### src/sv/zpfa_ram.sv
`timescale 1ns / 1ps
// ----------------------------------------------------------------------------
// zpfa_ram: generic single-port-write, single-port-read RAM
// One write and one registered read per cycle.
// ----------------------------------------------------------------------------
module zpfa_ram #(
    parameter int WIDTH = 8,
    parameter int DEPTH = 16
) (
    input  logic                     clk,
    input  logic                     we,
    input  logic [$clog2(DEPTH)-1:0] waddr,
    input  logic [WIDTH-1:0]         wdata,
    input  logic                     re,
    input  logic [$clog2(DEPTH)-1:0] raddr,
    output logic [WIDTH-1:0]         rdata
);

    logic [WIDTH-1:0] mem [DEPTH];

    always_ff @(posedge clk)
    begin
        if (we)
        begin
            mem[waddr] <= wdata;
        end
        if (re)
        begin
            rdata <= mem[raddr];
        end
    end

endmodule

### config.mk
export PLATFORM = sky130hd
export DESIGN_NAME = zpfa_ram
export DESIGN_NICKNAME = d
export VERILOG_FILES = /design/src/sv/zpfa_ram.sv
export SDC_FILE = /design/constraint.sdc
export NUM_CORES = 1
export LEC_CHECK = 0
export BUFFER_PORTS_ARGS = -buffer_cell sky130_fd_sc_hd__buf_2
export CAP_MARGIN = 20
export CORE_UTILIZATION = 41
export DETAILED_ROUTE_END_ITERATION = 6
export PLACE_DENSITY = 0.67
export REMOVE_ABC_BUFFERS = 1
export SETUP_SLACK_MARGIN = 0.2
export SYNTH_ARGS = -nofsm -noshare
export SYNTH_HDL_FRONTEND = slang
export SYNTH_SLANG_ARGS = --single-unit
### constraint.sdc
create_clock -name clk -period 1.73 [get_ports clk]
set_input_delay 0.0865 -clock clk [delete_from_list [all_inputs] [get_ports clk]]
set_output_delay 0.0865 -clock clk [all_outputs]
set_load 0.01 [all_outputs]
== Word level (Yosys, flattened, before mapping) ==
Memory sizes are Yosys's and may differ from the RTL's. A register that Yosys moved wholly into a read port is not among the register bits.
Cells that the tools add are included.
Storage, ports and cells
  flip-flop bits (word level): 0
  memory bits (writable): 128
  output and inout port bits: 8
  word-level logic and storage cells: 3
  memories: 1
Operators by class
  mux-type cells: 2
Memory list
  mem: words 16, bits a word 8, read ports 1, clocked after Yosys merged registers in 1, wr ports 1, line 19  | logic [WIDTH-1:0] mem [DEPTH];
Operators with widths (count)
  1-bit two-way mux: 2

== Longest topological paths before layout ==
Gate-level depths: netlist (run 1).
  word-level depth: 2
  mapped depth: 5
  gate-level depth less buffers: 3

== Worst setup path after synthesis (run 1) ==
No wires, ideal clock.
  kind: input -> register
  start point: in waddr[2]
  end point: mem mem[0][0], enable pin
  data arrival time: 1.196 ns
  slack: 0.151 ns
  stages on the path: 2
  cells stage by stage: or3b_2 > nor3_1
RTL lines
  from (decl): line 12  | input logic [$clog2(DEPTH)-1:0] waddr,
  to (decl): line 19
No word-level cell before the write port.

==> impl_results.md, run 1 <==
- Status: complete, no violations
- TritonCTS clock tree: built
- Tightest Hold Check Type: in2reg
- Die width: between 100 and 150 microns
- Mean area per synthesized cell: 22.8 sq um
- Initial DRC Count: between 200 and 300
- # hold bufs at CTS: 0
- Initial core utilization: 0.428
- Max_cap viols: 0
- Clock sink count: between 100 and 150
- Average wire per standard cell: approximately 22 microns
- Setup TNS Final: 0 ns
- Number of global-route vias before repair: approximately 2.6k
- CTS root buf: clkbuf_16
- Largest net degree at the start of global routing: 33
- Worst Path Max Fanout: 1
- Compound-gate portion of the synthesized area: 0.0230
- Register-to-register setup slack: 0.25 ns
- Simple-Gate Fraction of Synth Area: 0.0314
- PortBufs: 26
- Synth Area in Adders: 0
- Met3 WL post-DR: ~570 microns
- Slew Limit Headroom: 0.745
- Final Non-Filler Cells: about 470
- Register bit total from synthesis: ~140
- Final Hold Fails: 0
- Pre-CTS setup slack: roughly 0.047 ns
- Main combinational cell family by area after synthesis: multiplexers
- Mux contribution to synthesized area: 0.148
- Final Cycle Share: 0.854
- FF/Latch Area: approximately 0.0041 sq mm
- I/O pin cnt: 27
- Most frequent cells in the layout: 136 x edfxtp_1, 26 x buf_2, 20 x buf_4
- Fin util: 0.511
- Critical path type: reg2reg
- Clock Latency Late Sink: roughly 0.41 ns
- Clock transition at path regs: around 0.060 ns
- Startpoint Class: flop
- CP Data Arrival Time: 1.62 ns
- Row Count: 40
- Period minus WS final: 1.48 ns
- Post-synthesis sequential area ratio: 0.781
- Antenna Nets Post-Route: 0
- Initial antenna violation count: 0
- CP endpoint kind: flop
- Critical Path RT: ~1.9 ns
- Met1 wire length: between 4000 and 5000 microns
- Max IR drop VDD: between 600 and 700 uV
- Grt ovf: 0
- DR WL met2: about 5100 microns
- Final-report setup violation count: 0
- Die area: roughly 0.013 sq mm
- CTS max path bufs: 2
- Max-slew violation count: 0
- RSZ-0062 raised after global routing: false
- Via total after detailed routing: between 2k and 2.5k
- Post-Synthesis Cell Area: roughly 0.0052 sq mm
- Fmax: between 600 and 700 MHz
- Syn. warnings: 0
- Dpl hpwl: around 6500 microns
- Synth Instances: 229
- Core area: between 0.01 and 0.015 sq mm
- Syn-to-layout area delta: 19.5%
- Via density: about 5.3
- Gr usage total: 0.174
- Post-synth cell types: 18
- Ratio of cells with drive above 1 in the final layout: 0.319
- First-pass DRT Iterations: 4
- Multi-input logic area: between 0.001 and 0.0015 sq mm
- Total power: around 7600 uW
- H-tree levels: 4
- Most common cell after layout, fill and taps aside: edfxtp_1
- Clk_skew: just under 0.006 ns
- Routability Congestion: around 0.72
- Residual DRC: 0
- N_diodes: 0
- First-pass GRT wire length: about 16000 microns
- Fillers: 1000
- Final setup margin: between 0.2 and 0.3 ns
- XOR/XNOR Fraction of Synth Area: 0
- Total CTS buffers: 17
- Placed cells: 435
- Nets: around 300
- Pleak: around 0.0021 uW
- DRT Wirelength: about 10000 microns
- PD cells: 1210 mW/mm^2
- Die height: 115 microns
- Uppermost layer routed: met4
- Worst-Margin Slew: between 0.3 and 0.4 ns
-- state kept, by name, indices dropped and copies added (netlist names) --
name / count
rdata: 8
mem: 128
-- Yosys cell counts --
cell type	count	area [sq um]
nand2b_1	2	12.5
nor2_1	13	48.8
buf_2	3	15.0
nand2_1	9	33.8
a22oi_1	16	120
nor3_1	4	20.0
nor2b_1	1	6.26
and2_1	1	6.26
mux4_2	18	405
and2b_1	1	7.51
buf_4	1	7.51
mux4_1	14	368
or3b_2	1	8.76
nand3b_1	2	15.0
clkdlybuf4s25_2	3	30.0
nand3_1	1	5.00
buf_6	3	33.8
edfxtp_1	136	4080
-- cell families (layout without fill, tap and decap cells) --
| kind of cell | Yosys count | count (layout) |
|---|---|---|
| AND/OR/NAND/NOR | 35 | 35 |
| AO/OA/AOI/OAI | 16 | 16 |
| buffers and inverters | 10 | 79 |
| multiplexers | 32 | 32 |
| flip-flops | 136 | 136 |
-- final cells by class --
type                       count  area share
sequential                   136       0.654
clock inverter                11      0.0210
timing repair buffer          48      0.0513
tap                          168      0.0337
clock buffer                  20      0.0699
multi-input combinational     83       0.170
-- path summary, 6_finish.rpt --
kind / cells past startpoint / startpoint / end
worst max register to register: 3 / mem[5][2] / rdata[2]
worst min register to register: 3 / mem[11][4] / rdata[4]
worst min-delay path: 1 / re / rdata[3]
worst max-delay path: 3 / mem[5][2] / rdata[2]
-- where the power goes --
group / internal, uW / switching [uW]
clock network: 2230 / 1240
registers: 3720 / 19.7
logic: 152 / 210
-- what timing repair did --
item,in CTS,in global routing
setup buffers,0,0
gates resized for setup,1,2
setup endpoints to repair,1,1
-- worst max-delay path, cell delays in order (launching register included) --
cell	delay [ns]
edfxtp_1	0.34
mux4_1	0.56
a22oi_1	0.20
nand2_1	0.11
-- per-layer routing --
layer,global-route usage,vias to the layer above
met5,0,-
met2,0.267,84
met1,0.238,1289
met4,0.0485,0
met3,0.0617,7
li1,-,1093
-- per-stage QoR --
stage	hold slack [ns]	area, sq um
after floorplan	0.185	5140
after global placement	0.463	5670
after detailed placement	0.466	5670
after CTS	0.0313	6240
after global routing	0.0449	6250
final	0.0468	6250
(Power assumes the default switching activity.)
==> run 2: changes to the inputs <==
--- a/config.mk
+++ b/config.mk
@@ -7,9 +7,10 @@
 export LEC_CHECK = 0
 export BUFFER_PORTS_ARGS = -buffer_cell sky130_fd_sc_hd__buf_2
 export CAP_MARGIN = 20
-export CORE_UTILIZATION = 41
+export CORE_UTILIZATION = 51
+export CTS_CLUSTER_SIZE = 25
 export DETAILED_ROUTE_END_ITERATION = 6
-export PLACE_DENSITY = 0.67
+export PLACE_DENSITY = 0.78
 export REMOVE_ABC_BUFFERS = 1
 export SETUP_SLACK_MARGIN = 0.2
 export SYNTH_ARGS = -nofsm -noshare
==> impl_results.md, run 2 (synthesis gave the netlist of run 1 again) <==
- First-pass DRT Iterations: 5 (+1)
- Max-slew violation count: 0 (unchanged)
- Fmax: 683 MHz (+0.98%)
- Ratio of cells with drive above 1 in the final layout: 0.316 (-0.00283)
- N_diodes: 0 (unchanged)
- TritonCTS clock tree: built
- Clock Latency Late Sink: 0.51 ns (+0.10 ns)
- Total power: 7320 uW (-3.3%)
- Most common cell after layout, fill and taps aside: edfxtp_1
- Slew Limit Headroom: 0.754 (+0.00926)
- Clock transition at path regs: 0.06 ns (about the same)
- Via density: 5.75 (+8.4%)
- Largest net degree at the start of global routing: 33 (unchanged)
- Final Cycle Share: 0.846 (-0.00827)
- Fin util: 0.635 (+0.124)
- Crit-path slowest cell: mux4_2
- I/O pin cnt: 27 (unchanged)
- Residual DRC: 0 (unchanged)
- Grt ovf: 0 (unchanged)
- CTS max path bufs: 2 (unchanged)
- Syn-to-layout area delta: 19.9%
- PostCTS Resize Cnt: 0 (-1)
- Critical path type: reg2reg
- Startpoint Class: flop
- Via total after detailed routing: 2532 (+2.4%)
- # Post-CTS Setup Buffers: 0 (unchanged)
- Tightest Hold Check Type: in2reg
- Gr usage total: 0.197 (+0.0230)
- Die width: 103 microns (-10%)
- Max FFs per register: 128 (unchanged)
- RSZ-0062 raised after global routing: false
- Setup TNS Final: 0 ns (unchanged)
- Top Registers: mem (128), rdata (8)
- Average wire per standard cell: 21.3 microns (-3.8%)
- CP Data Arrival Time: 1.73 ns (+0.11 ns)
- Antenna Nets Post-Route: 0 (unchanged)
- CTS root buf: clkbuf_8
- Final-report setup violation count: 0 (unchanged)
- # hold bufs at CTS: 9 (+9)
- H-tree levels: 4 (unchanged)
- PortBufs: 26 (unchanged)
- Row Count: 36 (-10%)
- CP endpoint kind: flop
- Initial core utilization: 0.530 (+0.102)
- Pleak: 0.00213 uW (+1.1%)
- Clock sink count: 136 (unchanged)
- Register with the most flip-flops: mem
- DRT Wirelength: 9350 microns (-9.2%)
- Worst hold slack: 0.127 ns (+0.0803 ns)
- Die height: 103 microns (-10%)
- Nets: 313 (+2.6%)
- First-pass GRT wire length: 14000 microns (-10%)
- Number of global-route vias before repair: 2503 (-5.2%)
- Initial antenna violation count: 0 (unchanged)
- Worst-Margin Slew: 0.369 ns (-0.0139 ns)
- Worst Path Max Fanout: 1 (unchanged)
- PD cells: 1170 mW/mm^2 (-3.6%)
- CP cell instances: mux4_2 -> a22oi_1 -> nand2_1
- Critical Path RT: 2.00 ns (+0.12 ns)
- Die area: 0.0107 sq mm (-19%)
- Initial DRC Count: 156 (-45%)
- CP peak stage delay: 0.49 ns (-0.07 ns)
- Max_cap viols: 0 (unchanged)
- Status: complete, no violations
- Final Hold Fails: 0 (unchanged)
- Routability Congestion: 0.709 (-1.8%)
- Clk_skew: 0.00575 ns (-0.000145 ns)
- Max IR drop VDD: 564 uV (-13%)
- Total CTS buffers: 17 (unchanged)
- Period minus WS final: 1.46 ns (-0.0143 ns)
- Dpl hpwl: 5690 microns (-13%)
- Most frequent cells in the layout: 136 x edfxtp_1, 26 x buf_2, 18 x mux4_2, 18 x buf_4
- Core area: 0.00986 sq mm (-19%)
## run 2: cell types whose count changed in the layout (fill, tap and decap cells not counted), moves of 2 or more
cell	delta
inv_6	+2
a22oi_1	+2
bufinv_16	-2
clkinv_1	-3
a22oi_2	-2
clkbuf_1	-2
clkinv_4	+3
clkinvlp_4	+3
dlygate4sd3_1	+9
buf_4	-2
## run 2: report_power, final
| part | switching, uW | leakage [uW] | total [uW] | internal [uW] |
|---|---|---|---|---|
| Sequential | 21.9 | 0.00124 | 3740 | 3710 |
| Clock | 1330 | 0.000254 | 3230 | 1910 |
| Combinational | 188 | 0.000635 | 353 | 165 |
| Total | 1540 | 0.00213 | 7320 | 5780 |
## run 2: area by class of cell
class | instances | area [sq um]
clock buffers | 18 | 418
clock inverters | 14 | 126
fillers | 635 | 3600
multi-input cells | 83 | 1060
flip-flops and latches | 136 | 4080
well taps | 133 | 166
repair buffers | 56 | 415
## run 2: final timing paths
path / start / to / slack, ns / cells past startpoint
worst max-delay path: mem[2][7] / rdata[7] / 0.27 / 3
worst min-delay path: waddr[0] / mem[12][1] / 0.13 / 3
worst max register to register: mem[2][7] / rdata[7] / 0.27 / 3
worst min register to register: mem[7][3] / rdata[3] / 0.75 / 3
## run 2: worst max-delay path: cells and delay by family (launching register included)
kind            cells  cell delay, ns
mux                 1            0.49
flops               1            0.39
compound gates      1            0.26
simple gates        1            0.08
## run 2: metal layers
| layer | global-route usage | wire length (microns) | part of all wire | vias to the layer above |
|---|---|---|---|---|
| met4 | 0.0823 | 207 | 0.022 | 0 |
| met5 | 0 | 0 | 0 | - |
| li1 | - | - | - | 1109 |
| met1 | 0.261 | 3800 | 0.41 | 1286 |
| met3 | 0.0591 | 748 | 0.080 | 18 |
| met2 | 0.309 | 4600 | 0.49 | 119 |
## run 2: per-stage QoR
step / area (sq um) / setup WS (ns) / std cells
global placement: 5630 / 0.135 / 399
finish: 6270 / 0.266 / 440
detailed placement: 5630 / 0.0924 / 399
CTS: 6270 / 0.245 / 440
global route: 6270 / 0.206 / 440
floorplan: 5140 / 0.151 / 219
==> run 3: changes to the inputs <==
--- a/config.mk
+++ b/config.mk
@@ -5,6 +5,7 @@
 export SDC_FILE = /design/constraint.sdc
 export NUM_CORES = 1
 export LEC_CHECK = 0
+export ABC_AREA = 1
 export BUFFER_PORTS_ARGS = -buffer_cell sky130_fd_sc_hd__buf_2
 export CAP_MARGIN = 20
 export CORE_UTILIZATION = 51
==> constraint.sdc (replaced) <==
create_clock -name clk -period 1.45 [get_ports clk]
set_input_delay 0.0725 -clock clk [delete_from_list [all_inputs] [get_ports clk]]
set_output_delay 0.0725 -clock clk [all_outputs]
set_load 0.01 [all_outputs]
==> impl_results.md, run 3 <==
- Status: complete, no violations
- Initial antenna violation count: 0 (unchanged)
- Via density: 5.27 (-8.4%)
- Antenna Nets Post-Route: 0 (unchanged)
- I/O pin cnt: 27 (unchanged)
- Register with the most flip-flops: mem
- Setup TNS Final: 0 ns (unchanged)
- Nets: 616 (+97%)
- Ratio of cells with drive above 1 in the final layout: 0.138 (-0.178)
- Max FFs per register: 128 (unchanged)
- Buffers & Inverters on Critical Path: 1 (+1)
- # Post-CTS Setup Buffers: 0 (unchanged)
- Crit-path slowest cell: edfxtp_1
- Initial DRC Count: 280 (+79%)
- Synth area leaders: edfxtp_1 70%, nand2_1 11%, nand3_1 8.3%
- CP Data Arrival Time: 1.30 ns (-0.43 ns)
- Dpl hpwl: 7940 microns (+39%)
- Worst Path Max Fanout: 1 (unchanged)
- Pleak: 0.00294 uW (+38%)
- Residual DRC: 0 (unchanged)
- Critical path type: reg2reg
- Post-synthesis sequential area ratio: 0.698 (-0.0828)
- Clk_skew: 0.00922 ns (+0.00346 ns)
- Syn. warnings: 0 (unchanged)
- Initial core utilization: 0.532 (+0.00242)
- Final Cycle Share: 0.783 (-0.0628)
- Mean area per synthesized cell: 10.6 sq um (-54%)
- Top cell type's share of synthesized area: 0.698 (-0.0828)
- Post-synth cell types: 11 (-7)
- Register-to-register setup slack: 0.31 ns (+0.05 ns)
- Clock Latency Late Sink: 0.41 ns (-0.10 ns)
- Pre-CTS setup slack: 0.142 ns (+0.0500 ns)
- Final Non-Filler Cells: 750 (+70%)
- Cell with the most instances after synthesis: nand2_1
- Top cell type by total area after synthesis: edfxtp_1
- Grt ovf: 0 (unchanged)
- TritonCTS clock tree: built
- Total CTS buffers: 17 (unchanged)
- Largest net degree at the start of global routing: 42 (+27%)
- H-tree levels: 4 (unchanged)
- Post-Synthesis Cell Area: 0.00585 sq mm (+12%)
- Fmax: 881 MHz (+29%)
- CP cell instances: inv_1 -> nand2_1 -> nand3_1 -> nand3_1 -> nand3_1 -> nand2_1
- Top Registers: mem (128), rdata (8)
- DRT Wirelength: 12700 microns (+36%)
- CTS max path bufs: 2 (unchanged)
- Clock transition at path regs: 0.06 ns (about the same)
- PD cells: 1350 mW/mm^2 (+16%)
- Routability Congestion: 0.834 (+18%)
- Tightest Hold Check Type: in2reg
- PortBufs: 26 (unchanged)
- First-pass DRT Iterations: 5 (unchanged)
- Max-slew violation count: 0 (unchanged)
- Worst-Margin Slew: 0.640 ns (+0.271 ns)
- N_diodes: 0 (unchanged)
- CP peak stage delay: 0.36 ns (-0.13 ns)
- Most frequent cells in the layout: 173 x nand2_1, 136 x edfxtp_1, 100 x inv_1
- Number of enable flip-flop cells after synthesis: 136 (unchanged)
- Critical Path RT: 1.61 ns (-0.39 ns)
- Post-synth ARST share: 0 (unchanged)
- Die width: 109 microns (+5.6%)
- Row Count: 38 (+5.6%)
- First-pass GRT wire length: 20500 microns (+46%)
- Final setup margin: 0.314 ns (+0.0480 ns)
- Max_cap viols: 0 (unchanged)
- Max IR drop VDD: 991 uV (+76%)
- Period minus WS final: 1.14 ns (-0.328 ns)
- Number of global-route vias before repair: 3952 (+58%)
- Most common cell after layout, fill and taps aside: nand2_1
- Most common cell on crit path: nand3_1
- PostCTS Resize Cnt: 0 (unchanged)
- CP endpoint kind: flop
- Total power: 9160 uW (+25%)
- Post-synth top cells: 173 x nand2_1, 136 x edfxtp_1, 100 x inv_1
- Startpoint Class: flop
- Via total after detailed routing: 3955 (+56%)
- Core area: 0.0110 sq mm (+11%)
- Final-report setup violation count: 0 (unchanged)
- RSZ-0062 raised after global routing: false
- Slew Limit Headroom: 0.573 (-0.181)
- Cell family with most CP delay: simple AND/OR/NAND/NOR gates
- Gr usage total: 0.239 (+0.0419)
- Placed cells: 718 (+80%)
- Die height: 109 microns (+5.6%)
- Final Hold Fails: 0 (unchanged)
- Die area: 0.0119 sq mm (+12%)
- Main synth FF type: edfxtp_1
- Clock sink count: 136 (unchanged)
- # hold bufs at CTS: 0 (-9)
- Synth Instances: 551 (+140%)
- Worst hold slack: 0.0428 ns (-0.0843 ns)
- CTS root buf: clkbuf_16
- Average wire per standard cell: 17.0 microns (-20%)
- Register bit total from synthesis: 136 (unchanged)
- Syn-to-layout area delta: 15.7%
[run 3: layer usage]
layer	vias up	share of wire	wire length, microns	GRT usage
met4	0	0.014	182	0.0927
met2	191	0.49	6270	0.383
met1	1874	0.41	5200	0.322
met3	14	0.084	1070	0.0484
li1	1876	-	-	-
met5	-	0	0	0
[run 3: kinds of logic (layout without fill, tap and decap cells)]
group / count (synthesis) / after routing / share of synthesized area
DFF: 136 / 136 / 0.698
and+or+nand+nor: 289 / 289 / 0.208
buffers and inverters: 126 / 185 / 0.0939
[run 3: layout make-up]
type,count,area (sq um)
clock inverter,15,153
clock buffer,17,425
timing repair buffer,51,330
multi-input combinational,289,1210
sequential,136,4080
inverter,102,383
fill,821,4220
tap,140,175
[run 3: path summary, 6_finish.rpt]
check | from | to | cells past startpoint
max | mem[14][0] | rdata[0] | 6
min | re | rdata[3] | 1
min reg2reg | mem[6][2] | rdata[2] | 6
max reg2reg | mem[14][0] | rdata[0] | 6
[run 3: worst register-to-register path: stages, from the launching register on]
cell      delay (ns)
edfxtp_1        0.36
inv_1           0.06
nand2_1         0.06
nand3_1         0.10
nand3_1         0.12
nand3_1         0.14
nand2_1         0.05
[run 3: where the power goes]
group	switching (uW)	leakage [uW]	internal, uW
Combinational	368	0.00143	160
Sequential	29.7	0.00124	4430
Clock	1640	0.000273	2530
[run 3: per-stage QoR]
stage	utilization	area, sq um
final	0.616	6760
after global routing	0.616	6760
after CTS	0.616	6760
after detailed placement	0.563	6190
after global placement	0.563	6190
after floorplan	-	5680
